## config.mk

```make
export PLATFORM = sky130hd
export DESIGN_NAME = npc_front
export DESIGN_NICKNAME = d
export VERILOG_FILES = /design/src/design/npc_pkg.sv /design/src/design/npc_fifo.sv /design/src/design/npc_front.sv
export SDC_FILE = /design/constraint.sdc
export NUM_CORES = 1
export LEC_CHECK = 0
export CORE_ASPECT_RATIO = 1.75
export CORE_MARGIN = 2
export CORE_UTILIZATION = 50
export CTS_CLUSTER_SIZE = 8
export DETAILED_ROUTE_END_ITERATION = 7
export DONT_BUFFER_PORTS = 1
export HOLD_SLACK_MARGIN = 0.15
export PLACE_DENSITY = 0.73
export RECOVER_POWER = 25
export SLEW_MARGIN = 20
export SYNTH_ARGS = -nofsm -noshare
export SYNTH_HDL_FRONTEND = slang
export SYNTH_HIERARCHICAL = 1
export SYNTH_SLANG_ARGS = --single-unit
```

## constraint.sdc

```tcl
create_clock -name clk -period 2.6 [get_ports clk]
set_input_delay 0.39 -clock clk [delete_from_list [all_inputs] [get_ports clk]]
set_output_delay 0.39 -clock clk [all_outputs]
set_load 0.1 [all_outputs]
```

## src/design/npc_pkg.sv

```systemverilog
// npc_pkg: shared types, constants and widths of the nearest palette color search.
// No dependencies; imported by every module of the block but npc_fifo.
`default_nettype none

package npc_pkg;

  localparam int DEFAULT_DEPTH = 256;   // palette entries
  localparam int COLOR_W       = 8;     // bits per channel
  localparam int IDX_W         = 8;     // entry_index / best_index width
  localparam int CFG_W         = 9;     // entries_in_use width
  localparam logic [CFG_W-1:0] CFG_RESET = 9'd256;
  // Max distance is 3*255*255 = 195075, below 2**18; an all-ones start value
  // is larger than any real distance, like the nominal 0x7FFFFFFF start.
  localparam int DIST_W        = 18;
  localparam int SQ_W          = 2 * COLOR_W;

  localparam logic CMD_WRITE = 1'b0;
  localparam logic CMD_QUERY = 1'b1;

  // Classified item as it waits between front and back
  typedef struct packed {
    logic               is_query;
    logic               wr_ok;     // write index lands inside the palette
    logic [IDX_W-1:0]   idx;
    logic [COLOR_W-1:0] red;
    logic [COLOR_W-1:0] green;
    logic [COLOR_W-1:0] blue;
  } cmd_t;

  // Head of the command queue seen by the back
  typedef struct packed {
    logic valid;
    cmd_t cmd;
  } cmd_head_t;

  // Back status toward the top level
  typedef struct packed {
    logic busy;      // scanning a query
    logic take;      // command queue head consumed this cycle
  } bk_status_t;

endpackage

`default_nettype wire

```

## src/design/npc_fifo.sv

```systemverilog
// npc_fifo: two-entry first-in first-out queue with full/empty flags.
// Depends on nothing; used by npc_front and npc_back.
`default_nettype none

module npc_fifo #(
  parameter int WIDTH = 8
) (
  input  wire logic             clk,
  input  wire logic             rst_n,
  input  wire logic             push,
  input  wire logic [WIDTH-1:0] din,
  output logic                  full,
  input  wire logic             pop,
  output logic [WIDTH-1:0]      dout,
  output logic                  empty
);

  logic [WIDTH-1:0] store_r [2];
  logic             wp_r, rp_r;
  logic [1:0]       cnt_r;
  logic             do_push, do_pop;

  assign full    = (cnt_r == 2'd2);
  assign empty   = (cnt_r == 2'd0);
  assign do_push = push && !full;
  assign do_pop  = pop && !empty;
  assign dout    = store_r[rp_r];

  // pointers and fill count
  always_ff @(posedge clk) begin
    if (!rst_n) begin
      wp_r  <= 1'b0;
      rp_r  <= 1'b0;
      cnt_r <= 2'd0;
    end else begin
      if (do_push) wp_r <= ~wp_r;
      if (do_pop)  rp_r <= ~rp_r;
      if (do_push && !do_pop)      cnt_r <= cnt_r + 2'd1;
      else if (do_pop && !do_push) cnt_r <= cnt_r - 2'd1;
    end
  end

  // storage, no reset
  always_ff @(posedge clk) begin
    if (do_push) store_r[wp_r] <= din;
  end

endmodule

`default_nettype wire

```

## src/design/npc_front.sv

```systemverilog
// npc_front: accepts input items, classifies them and queues them for the back.
// Depends on npc_pkg and npc_fifo.
`default_nettype none

module npc_front
  import npc_pkg::*;
#(
  parameter int PALETTE_DEPTH = DEFAULT_DEPTH
) (
  input  wire logic               clk,
  input  wire logic               rst_n,
  input  wire logic               in_push,
  output logic                    in_full,
  input  wire logic               in_command,
  input  wire logic [IDX_W-1:0]   in_entry_index,
  input  wire logic [COLOR_W-1:0] in_red,
  input  wire logic [COLOR_W-1:0] in_green,
  input  wire logic [COLOR_W-1:0] in_blue,
  output cmd_head_t               head,
  input  wire logic               head_pop
);

  cmd_t cmd_in, cmd_out;
  logic q_empty;

  // classify: query vs write, and flag writes beyond the palette
  always_comb begin
    cmd_in.is_query = (in_command == CMD_QUERY);
    cmd_in.wr_ok    = (32'(in_entry_index) < 32'(PALETTE_DEPTH));
    cmd_in.idx      = in_entry_index;
    cmd_in.red      = in_red;
    cmd_in.green    = in_green;
    cmd_in.blue     = in_blue;
  end

  npc_fifo #(.WIDTH($bits(cmd_t))) u_cmd_q (
    .clk   (clk),
    .rst_n (rst_n),
    .push  (in_push),
    .din   (cmd_in),
    .full  (in_full),
    .pop   (head_pop),
    .dout  (cmd_out),
    .empty (q_empty)
  );

  assign head.valid = !q_empty;
  assign head.cmd   = cmd_out;

endmodule

`default_nettype wire

```

## Word-level counts from Yosys, hierarchy flattened

Memories as Yosys holds them, arrays and structs flattened. A register that Yosys moved wholly into a read port is not among the register bits.
Index checks and enable logic that the tools add are counted.

| word-level totals | value |
|---|---|
| flip-flop bits (word level) | 4 |
| RAM bits | 66 |
| output and inout port bits | 36 |
| word-level logic and storage cells | 25 |
| memories | 1 |

| cells by class | value |
|---|---|
| add/subtract/negate cells | 2 |
| eq/ne operators | 1 |
| muxes and demuxes | 6 |
| bitwise operators | 2 |
| reductions and logical operators | 10 |

Memories:

| memory | depth | bits a word | read ports | clocked after Yosys merged registers in | write ports | RTL line | source |
|---|---|---|---|---|---|---|---|
| u_cmd_q.store_r | 2 | 33 | 1 | 1 | 1 | npc_fifo.sv:18 | `logic [WIDTH-1:0] store_r [2];` |

Operators by type and width:

| kind | number |
|---|---|
| logical AND 1 bit | 4 |
| logical NOT 1 bit | 4 |
| two-way mux 1 bit | 4 |
| two-way mux 2 bit | 2 |
| adder 2 x 1 -> 2 bit, second input constant | 1 |
| equality test 2 bit, second input constant | 1 |
| logical NOT 2 bit | 1 |
| NOT 1 bit | 2 |
| nonzero test 2 bit | 1 |
| subtractor 2 x 1 -> 2 bit, second input constant | 1 |

## Logic depth before layout (Yosys ltp)

| depth | value |
|---|---|
| depth after elaboration | 7 |
| mapped depth | 7 |
| depth with buffers taken out | 7 |

## Cells and area by module

Netlist, hierarchy kept.

By module, submodules not included:

| module | times used | cells an instance | area each (um^2) |
|---|---|---|---|
| npc_fifo | 1 | 131 | 2686.3 |
| npc_front | 1 | 2 | 7.5 |

## Least setup slack after synthesis

OpenSTA, ideal clock, no wires.

| path | value |
|---|---|
| path kind | register to register |
| start point | register u_cmd_q.cnt_r[0] |
| end point | memory u_cmd_q/store_r[0][0] in the netlist's numbering, enable pin |
| arrival | 2.182 ns |
| path slack | -0.003 ns |
| stages on the path, launching flop included | 4 |
| period minus slack after synthesis | 2.603 ns |
| cell sequence | dfxtp_1 -> nand2b_1 -> inv_2 -> nor3_2 |

| between the ends | value |
|---|---|
| word-level cells in the longest chain between the ends | 5 |

RTL lines:

| element | RTL line | source |
|---|---|---|
| start, declared | npc_fifo.sv:20 | `logic [1:0] cnt_r;` |
| start signal, assigned | npc_fifo.sv:38 | `if (do_push && !do_pop) cnt_r <= cnt_r + 2'd1;` |
| start signal, assigned | npc_fifo.sv:39 | `else if (do_pop && !do_push) cnt_r <= cnt_r - 2'd1;` |
| equality test 2 bit | npc_fifo.sv:23 | `assign full = (cnt_r == 2'd2);` |
| net in_full | npc_front.sv:13 | `output logic in_full,` |
| logical NOT 1 bit | npc_fifo.sv:25 | `assign do_push = push && !full;` |
| logical AND 1 bit | npc_fifo.sv:25 |  |
| two-way mux 1 bit | npc_fifo.sv:45 | `if (do_push) store_r[wp_r] <= din;` |
| two-way mux 1 bit (implied by the code) | npc_fifo.sv:45 |  |
| end, declared | npc_fifo.sv:18 |  |

The timed path passes the listed nets, and every way through them passes these cells.

## Worst setup path after layout

| path | value |
|---|---|
| start point | register u_cmd_q.cnt_r[0] |
| end point | register u_cmd_q.cnt_r[1] |

| between the ends | value |
|---|---|
| word-level cells in the longest chain between the ends | 6 |

RTL lines:

| element | RTL line | source |
|---|---|---|
| equality test 2 bit (*) | npc_fifo.sv:23 |  |
| net in_full | npc_front.sv:13 |  |
| logical NOT 1 bit (*) | npc_fifo.sv:25 |  |
| logical AND 1 bit (*) | npc_fifo.sv:25 |  |
| net u_cmd_q.do_push | npc_fifo.sv:21 | `logic do_push, do_pop;` |
| logical NOT 1 bit | npc_fifo.sv:39 |  |
| logical AND 1 bit | npc_fifo.sv:39 |  |
| nonzero test 2 bit (no line) | - |  |

The timed path passes the listed nets; every way through them passes the cells marked *. The select of a mux whose other input is x is not followed.
A chain may end at the register's enable or synchronous reset.

==> impl_metrics.json <==
{
  "slew_violations": 0,
  "first_pass_iters": 4,
  "dp_hpwl_microns": 3364,
  "ant_nets": 0,
  "multi_input_area_sq_um": 524.3,
  "cts_resized": 0,
  "grt_pass1_vias": 1625,
  "fin_crit_ps": 2151,
  "wl_per_cell_microns": 19.79,
  "cp_data_arrival_time_ps": 2410,
  "path_clk_slew_ps": 70,
  "min_path_type": "input pin to register",
  "cts_hold_buf": 33,
  "rows": 35,
  "critPathRequiredTime_ps": 2860,
  "ys_warn_count": 6,
  "fmax_ghz": 0.4648,
  "power.density_nw_per_um2": 1321,
  "ys_seq_area_share_pct": 79.52,
  "clock_latency_ps": 340,
  "crit_path_start": "u_cmd_q/cnt_r[0]$_SDFFE_PN0P_",
  "antenna_found_initial": 0,
  "ir_worst_vdd_uv": 1268,
  "cts_tree": "built",
  "drive_above_1_share_pct": 41.94,
  "gr-total-overflow": 0,
  "cp-end-kind": "register",
  "grtUsageTotal_pct": 19.83,
  "synth_cell_type_count": 22,
  "port_buffers": 0,
  "nNetsFinal": 250,
  "place_congestion": 0.6675,
  "worstPathMaxFanout": 5,
  "via_per_inst": 5.331,
  "grt_first_pass_wirelength_microns": 8335,
  "fp.dieW_microns": 59.49,
  "rsz0062_at_grt": "false",
  "setup_ws_ps": 448.7,
  "fin_worst_skew_ps": 5.901,
  "grt_max_degree": 35,
  "netlist_area_sq_um": 2694,
  "status": "completed",
  "seqCellArea_sq_um": 2142,
  "cts_num_sinks": 73,
  "hold_viol_final": 0,
  "tightestPinTransition_ps": 827.5,
  "finalWirelength_microns": 5383,
  "reg2regPathDepth": 6,
  "ys_ff_latch": 73,
  "core_area_sq_um": 5211,
  "final_common_cell": "edfxtp_1",
  "most-common-layout-cells": "edfxtp_1, buf_12, mux2_2",
  "n_antenna_cell": 0,
  "io_pins": 73,
  "finalSetupViolCount": 0,
  "numCtsBuffers": 9,
  "syn_to_final_growth_pct": 48.72,
  "drc": 0,
  "regToRegEndpoint": "u_cmd_q/cnt_r[1]$_SDFFE_PN0P_",
  "slew_headroom_pct": 44.83,
  "clock_path_buffers": 2,
  "critPathLaunchType": "register",
  "avgSynthCellArea_sq_um": 20.25,
  "synth_cells": 133,
  "cp-endpoint": "u_cmd_q/cnt_r[1]$_SDFFE_PN0P_",
  "r2r-start": "u_cmd_q/cnt_r[0]$_SDFFE_PN0P_",
  "cts_setup_buffers": 0,
  "reg2reg_slack_ps": 450,
  "cap_violations": 0,
  "drtIter0Drc": 40,
  "root_buffer": "clkbuf_8",
  "die_area_sq_um": 6014,
  "fin_setup_tns_ps": 0,
  "p_total_mw": 5.294,
  "fp.dieH_microns": 101.1,
  "vias": 1450,
  "h-tree-depth": 3,
  "fillers": 292,
  "floorplan.initialDensity_pct": 51.69,
  "worstSetupPathType": "register to register",
  "p_leak_nw": 1.451,
  "dp_slack_ps": 503.4,
  "fin_util_pct": 76.88,
  "timing.final.crit_share_pct": 82.74
}
[critical path, stage by stage (launching register included)]
cell and delay (ps):
dfxtp_1 360, nand2b_1 220, inv_2 420, nor2_1 130, ha_1 380, or3_1 380
a21boi_1 180
[cells by family after synthesis]
family,synth area share [%]
other cells,0.1392
xor+xnor,0.9756
compound gates,1.208
buf+inv,1.440
mux,14.21
flops,79.52
simple gates,2.044
fa+ha+maj,0.4644
[sequential cells by signal, summed over array words and instances (netlist names), named ones only]
register and count:
u_cmd_q/wp_r 1, u_cmd_q/rp_r 1, u_cmd_q/store_r 68, u_cmd_q/cnt_r 2
[Yosys cell counts]
master / count / area (sq um)
o21ai_1: 1 / 5.000
nand2b_1: 1 / 6.260
inv_2: 1 / 3.750
mux2_2: 34 / 382.9
nor2_1: 2 / 7.510
a21boi_0: 1 / 7.510
ha_1: 1 / 12.51
conb_1: 1 / 3.750
o21a_1: 1 / 7.510
buf_4: 3 / 22.52
xnor2_1: 2 / 17.52
nor3_2: 1 / 10.01
dfxtp_1: 5 / 100.1
o21ai_0: 1 / 5.000
edfxtp_1: 68 / 2042
buf_2: 1 / 5.000
and2_1: 3 / 18.77
a21boi_1: 1 / 7.510
and3_1: 1 / 6.260
inv_1: 2 / 7.510
or3_1: 1 / 6.260
xor2_1: 1 / 8.760
[power breakdown]
group | leakage, nW | switching [mW] | internal (mW)
combinational | 0.677 | 1.85 | 0.946
sequential | 0.676 | 0.0624 | 1.48
clock | 0.0975 | 0.414 | 0.538
total | 1.45 | 2.33 | 2.96
[worst min path at each step]
stage,from,end,cells past startpoint
2_1_floorplan,u_cmd_q/cnt_r[1]$_SDFFE_PN0P_,u_cmd_q/cnt_r[1]$_SDFFE_PN0P_,2
3_3_place_gp,in_entry_index[2],u_cmd_q/store_r[0][26]$_DFFE_PP_,0
3_5_place_dp,in_blue[3],u_cmd_q/store_r[1][3]$_DFFE_PP_,0
4_1_cts,rst_n,register,1
5_1_grt,rst_n,u_cmd_q/cnt_r[0]$_SDFFE_PN0P_,1
6_report,rst_n,register,1
[final cells by class]
class	instances	area share, %
multi-input combinational	54	13.09
tap	55	1.718
inverter	3	0.2811
clock inverter	7	2.374
timing repair buffer	71	25.98
clock buffer	9	3.092
sequential	73	53.47
[routing by layer]
metal	wire [microns]	part of all wire, %	track usage, %
met3	262	4.9	6.162
met1	1913	36	23.17
met4	112	2.1	7.517
met5	0	0	0
met2	3095	57	33.47
[per-stage QoR]
stage / hold WS (ps) / area, sq um / std cells
detailed placement: 488.9 / 3457 / 223
CTS: 161.7 / 4006 / 272
global route: 164.3 / 4006 / 272
finish: 174.1 / 4006 / 272
floorplan: 483.3 / 2704 / 134
global placement: 489.0 / 3457 / 223
(Power assumes the default switching activity.)
